File: src/sv/efb_pkg.sv
// Shared types, constants and the CRC byte update for the Ethernet frame builder.
package efb_pkg;

   localparam int MAX_PAYLOAD = 1500;
   localparam int MIN_PAYLOAD = 46;
   localparam int CNT_W       = 11;
   localparam int PAD_W       = 6;
   localparam int HDR_LEN     = 14;
   localparam int IDX_W       = 4;
   localparam int MAC_W       = 48;
   localparam int TYPE_W      = 16;
   localparam int CSR_W       = 48;
   localparam int CSR_IDX_W   = 2;
   localparam int CMD_DEPTH   = 4;
   localparam int CMD_PTR_W   = 2;
   localparam int OUT_DEPTH   = 2;

   localparam logic [31:0] CRC_POLY = 32'hEDB8_8320;
   localparam logic [31:0] CRC_INIT = 32'hFFFF_FFFF;
   localparam logic [TYPE_W-1:0] ETHER_TYPE_RST = 16'h0800;

   localparam logic [CSR_IDX_W-1:0] CSR_DEST_MAC   = 2'd0;
   localparam logic [CSR_IDX_W-1:0] CSR_SRC_MAC    = 2'd1;
   localparam logic [CSR_IDX_W-1:0] CSR_ETHER_TYPE = 2'd2;

   typedef struct packed {
      logic [MAC_W-1:0]  dest_mac;
      logic [MAC_W-1:0]  src_mac;
      logic [TYPE_W-1:0] ether_type;
   } hdr_cfg_type;

   typedef struct packed {
      logic [7:0]       data;
      logic             hdr;
      logic             close;
      logic [PAD_W-1:0] pad;
   } cmd_type;

   typedef struct packed {
      logic [7:0] data;
      logic       fend;
      logic       last;
   } out_type;

   function automatic logic [31:0] crc_byte(input logic [31:0] c, input logic [7:0] b);
      logic [31:0] r;
      r = c ^ {24'd0, b};
      for (int k = 0; k < 8; k++) begin
         r = (r >> 1) ^ (CRC_POLY & {32{r[0]}});
      end
      return r;
   endfunction

endpackage

File: src/sv/efb_front.sv
// Front end: accepts payload items, tracks frame fill and queues framing commands.
module efb_front import efb_pkg::*; (
   input  logic    clock,
   input  logic    reset,
   input  logic    push,
   output logic    full,
   input  logic [7:0] payload_byte,
   input  logic    data_end,
   output logic    cmd_valid,
   output cmd_type cmd,
   input  logic    cmd_pop
);

   cmd_type                q_ff [CMD_DEPTH];
   logic [CMD_PTR_W-1:0]   wr_ptr_ff, rd_ptr_ff;
   logic [CMD_PTR_W:0]     cnt_ff, cnt_in;
   logic [CNT_W-1:0]       count_ff, count_in, cnt_new;
   logic                   in_frame_ff, in_frame_in;
   logic                   accept, do_pop, close;
   cmd_type                new_cmd;

   assign full      = (cnt_ff == (CMD_PTR_W+1)'(CMD_DEPTH));
   assign cmd_valid = (cnt_ff != '0);
   assign cmd       = q_ff[rd_ptr_ff];
   assign accept    = push && !full;
   assign do_pop    = cmd_pop && cmd_valid;

   always_comb begin
      cnt_new       = count_ff + CNT_W'(1);
      close         = data_end || (cnt_new >= CNT_W'(MAX_PAYLOAD));
      new_cmd.data  = payload_byte;
      new_cmd.hdr   = !in_frame_ff;
      new_cmd.close = close;
      new_cmd.pad   = (close && (cnt_new < CNT_W'(MIN_PAYLOAD)))
                      ? PAD_W'(CNT_W'(MIN_PAYLOAD) - cnt_new) : '0;
      count_in      = count_ff;
      in_frame_in   = in_frame_ff;
      if (accept) begin
         count_in    = close ? '0 : cnt_new;
         in_frame_in = !close;
      end
      cnt_in = cnt_ff + (CMD_PTR_W+1)'(accept) - (CMD_PTR_W+1)'(do_pop);
   end

   always_ff @(posedge clock) begin
      if (reset) begin
         wr_ptr_ff   <= '0;
         rd_ptr_ff   <= '0;
         cnt_ff      <= '0;
         count_ff    <= '0;
         in_frame_ff <= 1'b0;
      end else begin
         if (accept) begin
            wr_ptr_ff <= wr_ptr_ff + CMD_PTR_W'(1);
         end
         if (do_pop) begin
            rd_ptr_ff <= rd_ptr_ff + CMD_PTR_W'(1);
         end
         cnt_ff      <= cnt_in;
         count_ff    <= count_in;
         in_frame_ff <= in_frame_in;
      end
   end

   always_ff @(posedge clock) begin
      if (accept) begin
         q_ff[wr_ptr_ff] <= new_cmd;
      end
   end

endmodule

File: src/sv/efb_back.sv
// Back end: byte sequencer for header, payload, padding and FCS, with CRC and result queue.
module efb_back import efb_pkg::*; (
   input  logic        clock,
   input  logic        reset,
   input  hdr_cfg_type cfg,
   input  logic        cmd_valid,
   input  cmd_type     cmd,
   output logic        cmd_pop,
   output logic        empty,
   input  logic        pop,
   output logic [7:0]  frame_byte,
   output logic        frame_end,
   output logic        run_last
);

   typedef enum logic [1:0] {PH_HDR, PH_DATA, PH_PAD, PH_FCS} phase_type;

   phase_type          phase_ff, phase_in;
   logic               busy_ff;
   cmd_type            cur_ff;
   logic [IDX_W-1:0]   idx_ff, idx_in, hdr_sel;
   logic [PAD_W-1:0]   pad_ff, pad_in;
   logic [31:0]        crc_ff, fcs;
   logic [8*HDR_LEN-1:0] hdr_word;
   logic               step, fin, crc_en, ld;
   out_type            emit;

   out_type            oq_ff [OUT_DEPTH];
   logic               owr_ff, ord_ff;
   logic [1:0]         ocnt_ff;
   logic               opop;

   assign hdr_word = {cfg.dest_mac, cfg.src_mac, cfg.ether_type};
   assign hdr_sel  = IDX_W'(HDR_LEN - 1) - idx_ff;
   assign fcs      = ~crc_ff;
   assign step     = busy_ff && (ocnt_ff != 2'(OUT_DEPTH));

   always_comb begin
      emit     = '0;
      crc_en   = 1'b1;
      fin      = 1'b0;
      phase_in = phase_ff;
      idx_in   = idx_ff;
      pad_in   = pad_ff;
      case (phase_ff)
         PH_HDR: begin
            emit.data = hdr_word[{hdr_sel, 3'b000} +: 8];
            if (idx_ff == IDX_W'(HDR_LEN - 1)) begin
               phase_in = PH_DATA;
               idx_in   = '0;
            end else begin
               idx_in = idx_ff + IDX_W'(1);
            end
         end
         PH_DATA: begin
            emit.data = cur_ff.data;
            if (!cur_ff.close) begin
               fin = 1'b1;
            end else if (cur_ff.pad != '0) begin
               phase_in = PH_PAD;
               pad_in   = cur_ff.pad;
            end else begin
               phase_in = PH_FCS;
               idx_in   = '0;
            end
         end
         PH_PAD: begin
            emit.data = 8'd0;
            pad_in    = pad_ff - PAD_W'(1);
            if (pad_ff == PAD_W'(1)) begin
               phase_in = PH_FCS;
               idx_in   = '0;
            end
         end
         PH_FCS: begin
            crc_en    = 1'b0;
            emit.data = fcs[{idx_ff[1:0], 3'b000} +: 8];
            idx_in    = idx_ff + IDX_W'(1);
            if (idx_ff[1:0] == 2'd3) begin
               emit.fend = 1'b1;
               fin       = 1'b1;
            end
         end
         default: begin
            crc_en = 1'b0;
         end
      endcase
      emit.last = fin;
      ld        = cmd_valid && (!busy_ff || (step && fin));
   end

   assign cmd_pop = ld;

   always_ff @(posedge clock) begin
      if (reset) begin
         busy_ff  <= 1'b0;
         phase_ff <= PH_HDR;
         idx_ff   <= '0;
         pad_ff   <= '0;
         crc_ff   <= CRC_INIT;
      end else begin
         if (step) begin
            if (emit.fend) begin
               crc_ff <= CRC_INIT;
            end else if (crc_en) begin
               crc_ff <= crc_byte(crc_ff, emit.data);
            end
         end
         if (ld) begin
            busy_ff  <= 1'b1;
            phase_ff <= cmd.hdr ? PH_HDR : PH_DATA;
            idx_ff   <= '0;
         end else if (step && fin) begin
            busy_ff <= 1'b0;
         end else if (step) begin
            phase_ff <= phase_in;
            idx_ff   <= idx_in;
            pad_ff   <= pad_in;
         end
      end
   end

   always_ff @(posedge clock) begin
      if (ld) begin
         cur_ff <= cmd;
      end
   end

   // result queue
   assign empty      = (ocnt_ff == 2'd0);
   assign opop       = pop && !empty;
   assign frame_byte = oq_ff[ord_ff].data;
   assign frame_end  = oq_ff[ord_ff].fend;
   assign run_last   = oq_ff[ord_ff].last;

   always_ff @(posedge clock) begin
      if (reset) begin
         owr_ff  <= 1'b0;
         ord_ff  <= 1'b0;
         ocnt_ff <= '0;
      end else begin
         if (step) begin
            owr_ff <= !owr_ff;
         end
         if (opop) begin
            ord_ff <= !ord_ff;
         end
         ocnt_ff <= ocnt_ff + 2'(step) - 2'(opop);
      end
   end

   always_ff @(posedge clock) begin
      if (step) begin
         oq_ff[owr_ff] <= emit;
      end
   end

endmodule

File: src/sv/ethernet_frame_builder.sv
// Ethernet II frame builder top level: CSR registers, front end and back end.
// An accepted item is queued, loaded into the back end and emitted into the result queue.
// Throughput: one frame byte per cycle while the result queue has room. A payload item
// gives one byte; a frame start adds 14 header bytes, a close 0 to 45 pad and 4 FCS bytes.
// Input stalls only when the four-entry command queue between front and back is full.
// Synchronous reset empties both queues, closes any frame and restores the CSR defaults.
module ethernet_frame_builder import efb_pkg::*; (
   input  logic                 clock,
   input  logic                 reset,
   input  logic                 push,
   output logic                 full,
   input  logic [7:0]           req_payload_byte,
   input  logic                 req_data_end,
   output logic                 empty,
   input  logic                 pop,
   output logic [7:0]           rsp_frame_byte,
   output logic                 rsp_frame_end,
   output logic                 rsp_run_last,
   input  logic                 csr_we,
   input  logic [CSR_IDX_W-1:0] csr_index,
   input  logic [CSR_W-1:0]     csr_wdata
);

   hdr_cfg_type cfg_ff;
   cmd_type     cmd;
   logic        cmd_valid, cmd_pop;

   always_ff @(posedge clock) begin
      if (reset) begin
         cfg_ff.dest_mac   <= '0;
         cfg_ff.src_mac    <= '0;
         cfg_ff.ether_type <= ETHER_TYPE_RST;
      end else if (csr_we) begin
         case (csr_index)
            CSR_DEST_MAC:   cfg_ff.dest_mac   <= csr_wdata[MAC_W-1:0];
            CSR_SRC_MAC:    cfg_ff.src_mac    <= csr_wdata[MAC_W-1:0];
            CSR_ETHER_TYPE: cfg_ff.ether_type <= csr_wdata[TYPE_W-1:0];
            default: begin
            end
         endcase
      end
   end

   efb_front u_front (
      .clock        (clock),
      .reset        (reset),
      .push         (push),
      .full         (full),
      .payload_byte (req_payload_byte),
      .data_end     (req_data_end),
      .cmd_valid    (cmd_valid),
      .cmd          (cmd),
      .cmd_pop      (cmd_pop)
   );

   efb_back u_back (
      .clock      (clock),
      .reset      (reset),
      .cfg        (cfg_ff),
      .cmd_valid  (cmd_valid),
      .cmd        (cmd),
      .cmd_pop    (cmd_pop),
      .empty      (empty),
      .pop        (pop),
      .frame_byte (rsp_frame_byte),
      .frame_end  (rsp_frame_end),
      .run_last   (rsp_run_last)
   );

endmodule

File: config.mk
export PLATFORM = sky130hd
export DESIGN_NAME = ethernet_frame_builder
export DESIGN_NICKNAME = d
export VERILOG_FILES = /design/src/sv/efb_pkg.sv /design/src/sv/efb_front.sv /design/src/sv/efb_back.sv /design/src/sv/ethernet_frame_builder.sv
export SDC_FILE = /design/constraint.sdc
export NUM_CORES = 1
export LEC_CHECK = 0
export ABC_CLOCK_PERIOD_IN_PS = 4950
export BUFFER_PORTS_ARGS = -buffer_cell sky130_fd_sc_hd__buf_2
export CAP_MARGIN = 25
export CORE_ASPECT_RATIO = 0.8
export CORE_MARGIN = 2
export CORE_UTILIZATION = 50
export DETAILED_ROUTE_END_ITERATION = 6
export MAX_ROUTING_LAYER = met4
export PLACE_DENSITY = 0.63
export SLEW_MARGIN = 0
export SYNTH_ARGS = -nofsm -noshare
export SYNTH_HDL_FRONTEND = slang
export SYNTH_HIERARCHICAL = 1
export SYNTH_SLANG_ARGS = --single-unit
File: constraint.sdc
create_clock -name clock -period 4.95 [get_ports clock]
set_input_delay 0.495 -clock clock [delete_from_list [all_inputs] [get_ports clock]]
set_output_delay 0.495 -clock clock [all_outputs]
set_load 0.05 [all_outputs]
=== After elaboration in Yosys (flattened, before gate mapping) ===
Memories as Yosys holds them, arrays and structs flattened. A register that Yosys moved wholly into a read port is not among the register bits.
Cells that the tools add are included.

* Bits in registers: 195
* Memory bits (writable): 84
* Input bits: 64
* Word-level logic and storage cells: 136
* Memories: 2

{| class="wikitable"
|+ Memories
! memory !! depth !! width !! rd ports !! clocked after Yosys merged registers in !! wr ports !! RTL line !! RTL
|-
| u_front.q_ff || 4 || 16 || 1 || 1 || 1 || efb_front.sv:14 || <nowiki>cmd_type q_ff [CMD_DEPTH];</nowiki>
|-
| u_back.oq_ff || 2 || 10 || 1 || 1 || 1 || efb_back.sv:28 || <nowiki>out_type oq_ff [OUT_DEPTH];</nowiki>
|}

* Add/subtract/negate cells: 11
* Order comparisons: 2
* Equality and inequality tests: 19
* Shift operators: 2
* Muxes and demuxes: 36
* Bitwise logic cells: 12
* Reduce and logical (&&, ||, !) cells: 33

{| class="wikitable"
|+ Operators with widths
! operator !! count
|-
| $xor 31x32->32 || 8
|-
| $shiftx 112x8->8 || 1
|-
| $mux 32 || 2
|-
| $not 32->32 || 1
|-
| $pmux 8 s4 || 1
|-
| $shiftx 32x6->8 || 1
|-
| $xor 32x8->32 || 1
|-
| $mux 6 || 3
|-
| $mux 2 || 8
|-
| $mux 4 || 4
|-
| $pmux 4 s4 || 1
|-
| $mux 1 || 13
|-
| $pmux 6 s2 || 1
|-
| $reduce_and 6->1 || 2
|-
| $add 11x1->11 const B || 1
|-
| $ge 11x11->1 const B || 1
|-
| $lt 11x6->1 const B || 1
|-
| $mux 11 || 1
|-
| $ne 3x2->1 const B || 3
|-
| $eq 2x2->1 const B || 4
|-
| $ne 2x1->1 const B || 4
|-
| $reduce_and 2->1 || 4
|-
| $logic_and 1x1->1 || 7
|-
| $logic_not 1->1 || 7
|-
| 25 further kinds || 35
|}

=== Depth between registers and ports, before layout ===
Gate-level depths: netlist of run 1.

* Word-level depth: 14
* Depth in mapped cells: 17
* Depth with buffers taken out: 16

=== By module ===
Netlist of run 1, hierarchy kept.

{| class="wikitable"
|+ By module, submodules not included
! module !! times used !! cells each !! area an instance (um2)
|-
| efb_back || 1 || 526 || 5649.2
|-
| ethernet_frame_builder || 1 || 422 || 4619.4
|-
| efb_front || 1 || 276 || 3816.2
|}

=== Least setup slack after synthesis of run 1 ===
OpenSTA, ideal clock, no wires.

* Path kind: register -> register
* From: reg u_front.cnt_ff[1]
* To: reg u_front.cnt_ff[2]
* Library setup time: 0.128 ns
* Arrival: 3.414 ns
* Required time: 4.822 ns
* Setup slack: 1.408 ns
* Cell stages (with the launch flop): 14
* Path buffers: 2
* Path through: dfxtp_1 nor3b_1 nor2b_1 clkbuf_1 inv_1 clkbuf_1 ha_1 inv_1 ha_1 inv_1 fa_1 xor2_1 xnor2_1 nor2_1

* Longest elaborated chain between the ends: 5
* Elaborated cells on any way between the ends: 8

{| class="wikitable"
|+ Ends and longest elaborated chain
! what !! RTL line !! RTL
|-
| from (decl) || efb_front.sv:16 || <nowiki>logic [CMD_PTR_W:0] cnt_ff, cnt_in;</nowiki>
|-
| from (signal assigned) || efb_front.sv:59 || <nowiki>cnt_ff <= cnt_in;</nowiki>
|-
| $eq 3x3->1 || efb_front.sv:22 || <nowiki>assign full = (cnt_ff == (CMD_PTR_W+1)'(CMD_DEPTH));</nowiki>
|-
| net full || ethernet_frame_builder.sv:11 || <nowiki>output logic full,</nowiki>
|-
| $logic_not 1->1 || efb_front.sv:25 || <nowiki>assign accept = push && !full;</nowiki>
|-
| $logic_and 1x1->1 || efb_front.sv:25 ||
|-
| $add 3x1->3 || efb_front.sv:42 || <nowiki>cnt_in = cnt_ff + (CMD_PTR_W+1)'(accept) - (CMD_PTR_W+1)'(do_pop);</nowiki>
|-
| $sub 3x1->3 || efb_front.sv:42 ||
|}

The timed path passes the listed nets, and every way through them passes these cells.
A chain may end at the register's enable or synchronous reset.

==> results of run 1 <==
-- logic make-up after synthesis --
family / after synthesis / synth area share
flip-flops: 282 / 0.471
XOR/XNOR: 88 / 0.0704
multiplexers: 194 / 0.169
adder cells (fa/ha/maj): 21 / 0.0192
buffers and inverters: 107 / 0.0428
AO/OA/AOI/OAI: 147 / 0.0744
AND/OR/NAND/NOR: 385 / 0.153
-- cell type report --
cell class              count  area, um2
clock buffers              40        860
clock inverters            14        216
fillers                  2303      11900
inverters                  30        113
multi-input cells         835       6850
flip-flops and latches    282       6640
well taps                 364        455
repair buffers             88        488
-- path summary, 6_finish.rpt --
| path | end | slack, ns | from |
|---|---|---|---|
| min reg2reg | cfg_ff[77] | 0.47 | cfg_ff[77] |
| max reg2reg | u_back/crc_ff[5] | 1.10 | u_back/idx_ff[1] |
| max | u_back/crc_ff[5] | 1.10 | u_back/idx_ff[1] |
| min | u_front/q_ff[3][12] | 0.15 | req_payload_byte[4] |
-- state kept, by name (all words and copies together), names as in the netlist, 4 cells and up, named ones only --
signal            flops
cfg_ff              112
u_back/crc_ff        32
u_back/cur_ff        15
u_back/idx_ff         4
u_back/oq_ff         20
u_back/pad_ff         6
u_front/count_ff     11
u_front/q_ff         64
-- power groups by stage --
| stage | registers [mW] | clock network (mW) | logic [mW] |
|---|---|---|---|
| 2_1_floorplan | 2.97 | 0 | 2.57 |
| 3_3_place_gp | 3.15 | 0 | 2.97 |
| 3_5_place_dp | 3.15 | 0 | 2.98 |
| 4_1_cts | 3.11 | 2.46 | 3.01 |
| 5_1_grt | 3.15 | 2.55 | 3.28 |
| 6_report | 3.11 | 2.42 | 3.01 |
-- routing by layer --
| layer | vias up | wire length, um | GRT usage |
|---|---|---|---|
| met3 | 38 | 1980 | 0.0374 |
| met1 | 4478 | 16500 | 0.359 |
| met5 | - | 0 | - |
| met4 | 0 | 506 | 0.0399 |
| met2 | 224 | 13200 | 0.311 |
| li1 | 4417 | - | - |
-- per-stage QoR --
stage | utilization | power [mW] | cells
after global routing | 0.568 | 8.98 | 1653
after global placement | 0.529 | 6.12 | 1599
final | 0.568 | 8.53 | 1653
after CTS | 0.568 | 8.57 | 1653
after detailed placement | 0.529 | 6.14 | 1599
after floorplan | - | 5.54 | 1224
-- placed cells by master (no fill, tap or decap), types with 4 or more instances in the layout --
cell type  synthesis  layout
a211oi_1           7       7
a21oi_1           46      46
a221oi_1           4       4
a22oi_1            5       5
and2_1            11      11
and3_1             5       5
buf_2             17      74
buf_4              6      13
bufinv_16          0       5
clkbuf_1          36       4
clkbuf_16          0      31
clkbuf_8           0       5
clkinv_2           0       4
dfxtp_1          183     182
edfxtp_1          99      99
ha_1              20      20
inv_1             30      30
mux2_2            12      12
mux2i_1          148     148
mux4_2            30      30
nand2_1           46      46
nand2b_1         182     182
nand3_1           12      12
nand3b_1           4       4
nor2_1            71      71
nor2b_1            9       9
nor3_1            11      11
nor4_1             4       4
o21ai_0           15      15
o21ai_1           12      12
o22ai_1           21      21
or3_1              7       7
xnor2_1           42      42
xnor2_2            4       4
xor2_1            29      29
xor2_2             4       4
xor2_4             4       4
==> impl_metrics.csv, run 1 <==
group,metric,value,unit
finish,post-route-cell-area,15600,um2
critical_path,worst_ep_arrival_time,4.29,ns
critical_path,reg2reg_depth,11,
critical_path,path_cells,"inv_1 -> ha_1 -> mux2i_1 -> o32ai_1 -> o21ai_0 -> a31oi_2 -> xnor2_2 -> xnor2_1 -> xor2_2 -> xor2_1 -> o32a_1",
critical_path,required,5.39,ns
place,post-place-ws,1.20,ns
power_and_ir_drop,p_seq_frac,0.364,
grt,grt_overflow,0,
critical_path,worstSetupStartpointType,"flop",
synthesis,yosysSeqAreaShare,0.471,
power_and_ir_drop,share_comb_of_total_power,0.352,
place,portBuffers,75,
grt,grt_max_degree,176,
sta,relSlewSlack,0.338,
clocking,cts_buffer_depth,3,
sta,hold_violations,0,
synthesis,synth_area,14100,um2
run,maxCapViolCount,0,
critical_path,crit_fanout,19,
synthesis,synthCells,1224,
hold_path,hold_path_class,"in -> reg",
clocking,postCtsHoldBufs,0,
sta,fin_worst_skew,0.0267,ns
sta,setup_ws,1.10,ns
route,postRouteAntennaNets,0,
floorplan,start_util,0.512,
power_and_ir_drop,total_leakage_power,5.88,nW
route,drt-pass1-iter-count,5,
route,drtIter0Drc,767,
clocking,clock-sinks,282,
floorplan,core,27500,um2
sta,slew_violations,0,
run_status,status,"complete, no violations",
sta,rsz0062_at_grt,"false",
critical_path,crit_path_end_kind,"flop",
power_and_ir_drop,swShare,0.342,
grt,grt_pass1_vias,8917,
grt,grt_use_total,0.229,
critical_path,cp_slowest_cell,"ha_1",
route,via_per_inst,5.54,
finish,area_delta_synth_final,10.9,%
sta,fin_setup_tns,0,ns
floorplan,die_y,154,um
grt,antenna_found_initial,0,
synthesis,syn-num-nets,1309,
synthesis,ys_ff_latch,282,
sta,whs,0.147,ns
place,postPlaceCellArea,14500,um2
power_and_ir_drop,clkPwrFrac,0.283,
clocking,cts-resized-gates,0,
critical_path,cpPeakStageDelay,0.82,ns
floorplan,dieWidth,192,um
clocking,postCtsSetupRepairBufs,0,
power_and_ir_drop,p_switching,2.92,mW
clocking,numCtsBuffers,29,
clocking,htreeDepth,1,
route,drcViolationCount,0,
critical_path,crit_family,"XOR/XNOR gates",
place,gp_congestion,0.883,
route,wirelength,32100,um
floorplan,ios,76,
synthesis,synth_edf_count,99,
synthesis,synth_top_area_share,0.260,
critical_path,cp.buffers_inverters,1,
synthesis,syn_area_per_cell,11.5,um2
route,wl_per_cell,19.4,um
sta,max_freq,260,MHz
power_and_ir_drop,powerDensity,546,nW/um2
synthesis,synth.area.top_cells,"dfxtp_1 (26%), edfxtp_1 (21%), mux2i_1 (11%)",
critical_path,crit_type,"reg -> reg",
hold_path,min_path_cells,1,
sta,setup_viol,0,
route,num_vias,9157,
sta,min_period,3.85,ns
finish,layout-drive-gt1-share,0.176,
clocking,insertion_delay,0.57,ns
sta,tightest_slew,0.985,ns
synthesis,synth_top_cell_by_area,"dfxtp_1",
finish,nNetsFinal,1351,
clocking,clk_pin_slew,0.07,ns
critical_path,cp_num_cells,11,
sta,finalCritPeriodShare,0.777,
clocking,root_buffer,"clkbuf_16",
finish,diodes,0,
synthesis,synth_ff_type,"dfxtp_1",
synthesis,async_reset_ff_frac,0,
synthesis,yosysWarnings,6,
place,dp_hpwl,22400,um
grt,grt_pass1_wl,51400,um
synthesis,synth_common_cells,"dfxtp_1 (183), nand2b_1 (182), mux2i_1 (148), edfxtp_1 (99), nor2_1 (71)",
clocking,cts_tree,"done",
power_and_ir_drop,intPower,5.61,mW
floorplan,num_rows,54,
power_and_ir_drop,ir_drop,382,uV
floorplan,die_area,29500,um2
synthesis,yosysMostFrequentCell,"dfxtp_1",
synthesis,synth_cell_types,86,
(Power assumes the default switching activity.)
==> inputs of run 2 (changes only) <==
--- a/config.mk
+++ b/config.mk
@@ -5,7 +5,7 @@
 export SDC_FILE = /design/constraint.sdc
 export NUM_CORES = 1
 export LEC_CHECK = 0
-export ABC_CLOCK_PERIOD_IN_PS = 4950
+export ABC_CLOCK_PERIOD_IN_PS = 3900
 export BUFFER_PORTS_ARGS = -buffer_cell sky130_fd_sc_hd__buf_2
 export CAP_MARGIN = 25
 export CORE_ASPECT_RATIO = 0.8
==> constraint.sdc (replaced) <==
create_clock -name clock -period 3.9 [get_ports clock]
set_input_delay 0.39 -clock clock [delete_from_list [all_inputs] [get_ports clock]]
set_output_delay 0.39 -clock clock [all_outputs]
set_load 0.05 [all_outputs]
==> impl_metrics.csv, run 2 (synthesis results as in run 1) <==
group,metric,value,unit
route,via_per_inst,5.52,
route,wl_met1,16700,um
place,dp.cells,1616,
sta,slew_violations,0,
run_status,status,"complete, no violations",
clocking,root_buffer,"clkbuf_16",
finish,finalNonFillerCells,1673,
sta,min_period,3.54,ns
grt,grt_pass1_vias,8847,
finish,largest_reg_flops,112,
finish,top_register,"cfg_ff",
grt,grt_overflow,0,
place,gp_congestion,0.918,
critical_path,crit_path_end_kind,"flop",
finish,diodes,0,
route,wl_met3,1770,um
floorplan,start_util,0.512,
critical_path,cpPeakStageDelay,0.71,ns
route,num_vias,9229,
finish,area_delta_synth_final,11.5,%
route,routed.top_layer,"met4",
sta,max_freq,282,MHz
critical_path,cp_slowest_cell,"dfxtp_4",
route,drt-pass1-iter-count,7,
sta,hold_violations,0,
power_and_ir_drop,p_total,10.7,mW
critical_path,crit_type,"reg -> reg",
power_and_ir_drop,powerDensity,683,nW/um2
clocking,clk_pin_slew,0.06,ns
finish,final_cell_mix,"nand2b_1 (182), dfxtp_1 (182), mux2i_1 (148)",
hold_path,hold_path_class,"in -> reg",
route,drtIter0Drc,549,
critical_path,path_cells,"buf_4 -> mux4_2 -> nor2_1 -> a211oi_1 -> a31oi_2 -> xnor2_4 -> xor2_4 -> xor2_2 -> xor2_1 -> o32a_1",
critical_path,required,4.33,ns
floorplan,die_area,29500,um2
floorplan,ios,76,
clocking,cts-resized-gates,0,
clocking,numCtsBuffers,30,
grt,grt_pass1_wl,51100,um
sta,fin_worst_skew,0.0370,ns
clocking,cts_tree,"done",
place,portBuffers,75,
critical_path,crit_fanout,31,
finish,layout-drive-gt1-share,0.183,
clocking,postCtsHoldBufs,0,
floorplan,num_rows,54,
clocking,clock-sinks,282,
finish,nNetsFinal,1371,
route,postRouteAntennaNets,0,
run,maxCapViolCount,0,
route,drcViolationCount,0,
power_and_ir_drop,total_leakage_power,5.94,nW
critical_path,worst_ep_arrival_time,3.98,ns
place,dp_hpwl,22700,um
clocking,htreeDepth,1,
grt,grt_use_total,0.229,
route,wirelength,32300,um
finish,reg_top3,"cfg_ff x112, u_front/q_ff x64, u_back/crc_ff x32",
critical_path,crit_family,"XOR/XNOR gates",
sta,fin_setup_tns,0,ns
grt,grt_max_degree,122,
clocking,cts_buffer_depth,3,
floorplan,dieWidth,192,um
clocking,insertion_delay,0.58,ns
sta,setup_viol,0,
floorplan,core,27500,um2
sta,finalCritPeriodShare,0.909,
sta,tightest_slew,0.868,ns
clocking,postCtsSetupRepairBufs,0,
route,wl_met2,13300,um
sta,relSlewSlack,0.421,
route,wl_per_cell,19.3,um
sta,rsz0062_at_grt,"false",
grt,antenna_found_initial,0,
critical_path,worstSetupStartpointType,"flop",
floorplan,die_y,154,um
critical_path,cp.buffers_inverters,1,
power_and_ir_drop,ir_drop,473,uV
-- run 2: changes by cell type in the layout (fill, tap and decap cells not counted) --
cell | before | now
clkbuf_1 | 4 | 13
clkbuf_8 | 5 | 4
clkinv_2 | 4 | 3
inv_16 | 1 | 0
bufinv_16 | 5 | 2
buf_16 | 0 | 1
inv_4 | 0 | 1
buf_4 | 13 | 31
clkinvlp_4 | 3 | 0
clkinv_1 | 1 | 0
clkinv_16 | 0 | 1
-- run 2: final timing paths --
path	from	endpoint	slack, ns	cells after the start
worst max-delay path	u_back/idx_ff[0]	u_back/crc_ff[5]	0.36	10
worst min-delay path	req_payload_byte[2]	u_front/q_ff[3][10]	0.03	1
worst max register to register	u_back/idx_ff[0]	u_back/crc_ff[5]	0.36	10
worst min register to register	cfg_ff[83]	cfg_ff[83]	0.47	2
-- run 2: cell type report --
type                    instances  area (um2)
fillers                      2370       11800
multi-input cells             835        6850
flip-flops and latches        282        6640
clock buffers                  48         880
repair buffers                107         651
well taps                     364         455
inverters                      30         113
clock inverters                 7         111
-- run 2: per-layer routing --
layer / vias to the layer above / global-route usage
met1: 4481 / 0.365
li1: 4455 / -
met5: - / -
met4: 0 / 0.0421
met3: 43 / 0.0322
met2: 250 / 0.308
-- run 2: metrics by stage --
step	setup slack, ns	util	instance area, um2	hold WS [ns]
3_3_place_gp	0.502	0.533	14700	0.459
4_1_cts	0.375	0.570	15700	0.0184
3_5_place_dp	0.409	0.534	14700	0.461
2_1_floorplan	0.358	-	14100	0.444
6_report	0.356	0.571	15700	0.0267
5_1_grt	0.148	0.571	15700	0.0137
-- run 2: worst reg2reg max path, delay by kind of cell (launching register included) --
family                    cells  cell delay, ns
AOI/OAI and AO/OA             3            0.73
xor gates and xnor gates      4            0.93
buffers and inverters         1            0.39
DFF                           1            0.71
muxes                         1            0.55
and+or+nand+nor               1            0.11
-- run 2: power breakdown --
group          internal [mW]  switching [mW]  total [mW]
logic                   1.79            2.14        3.92
registers               3.54           0.413        3.95
clock network           1.68            1.17        2.85
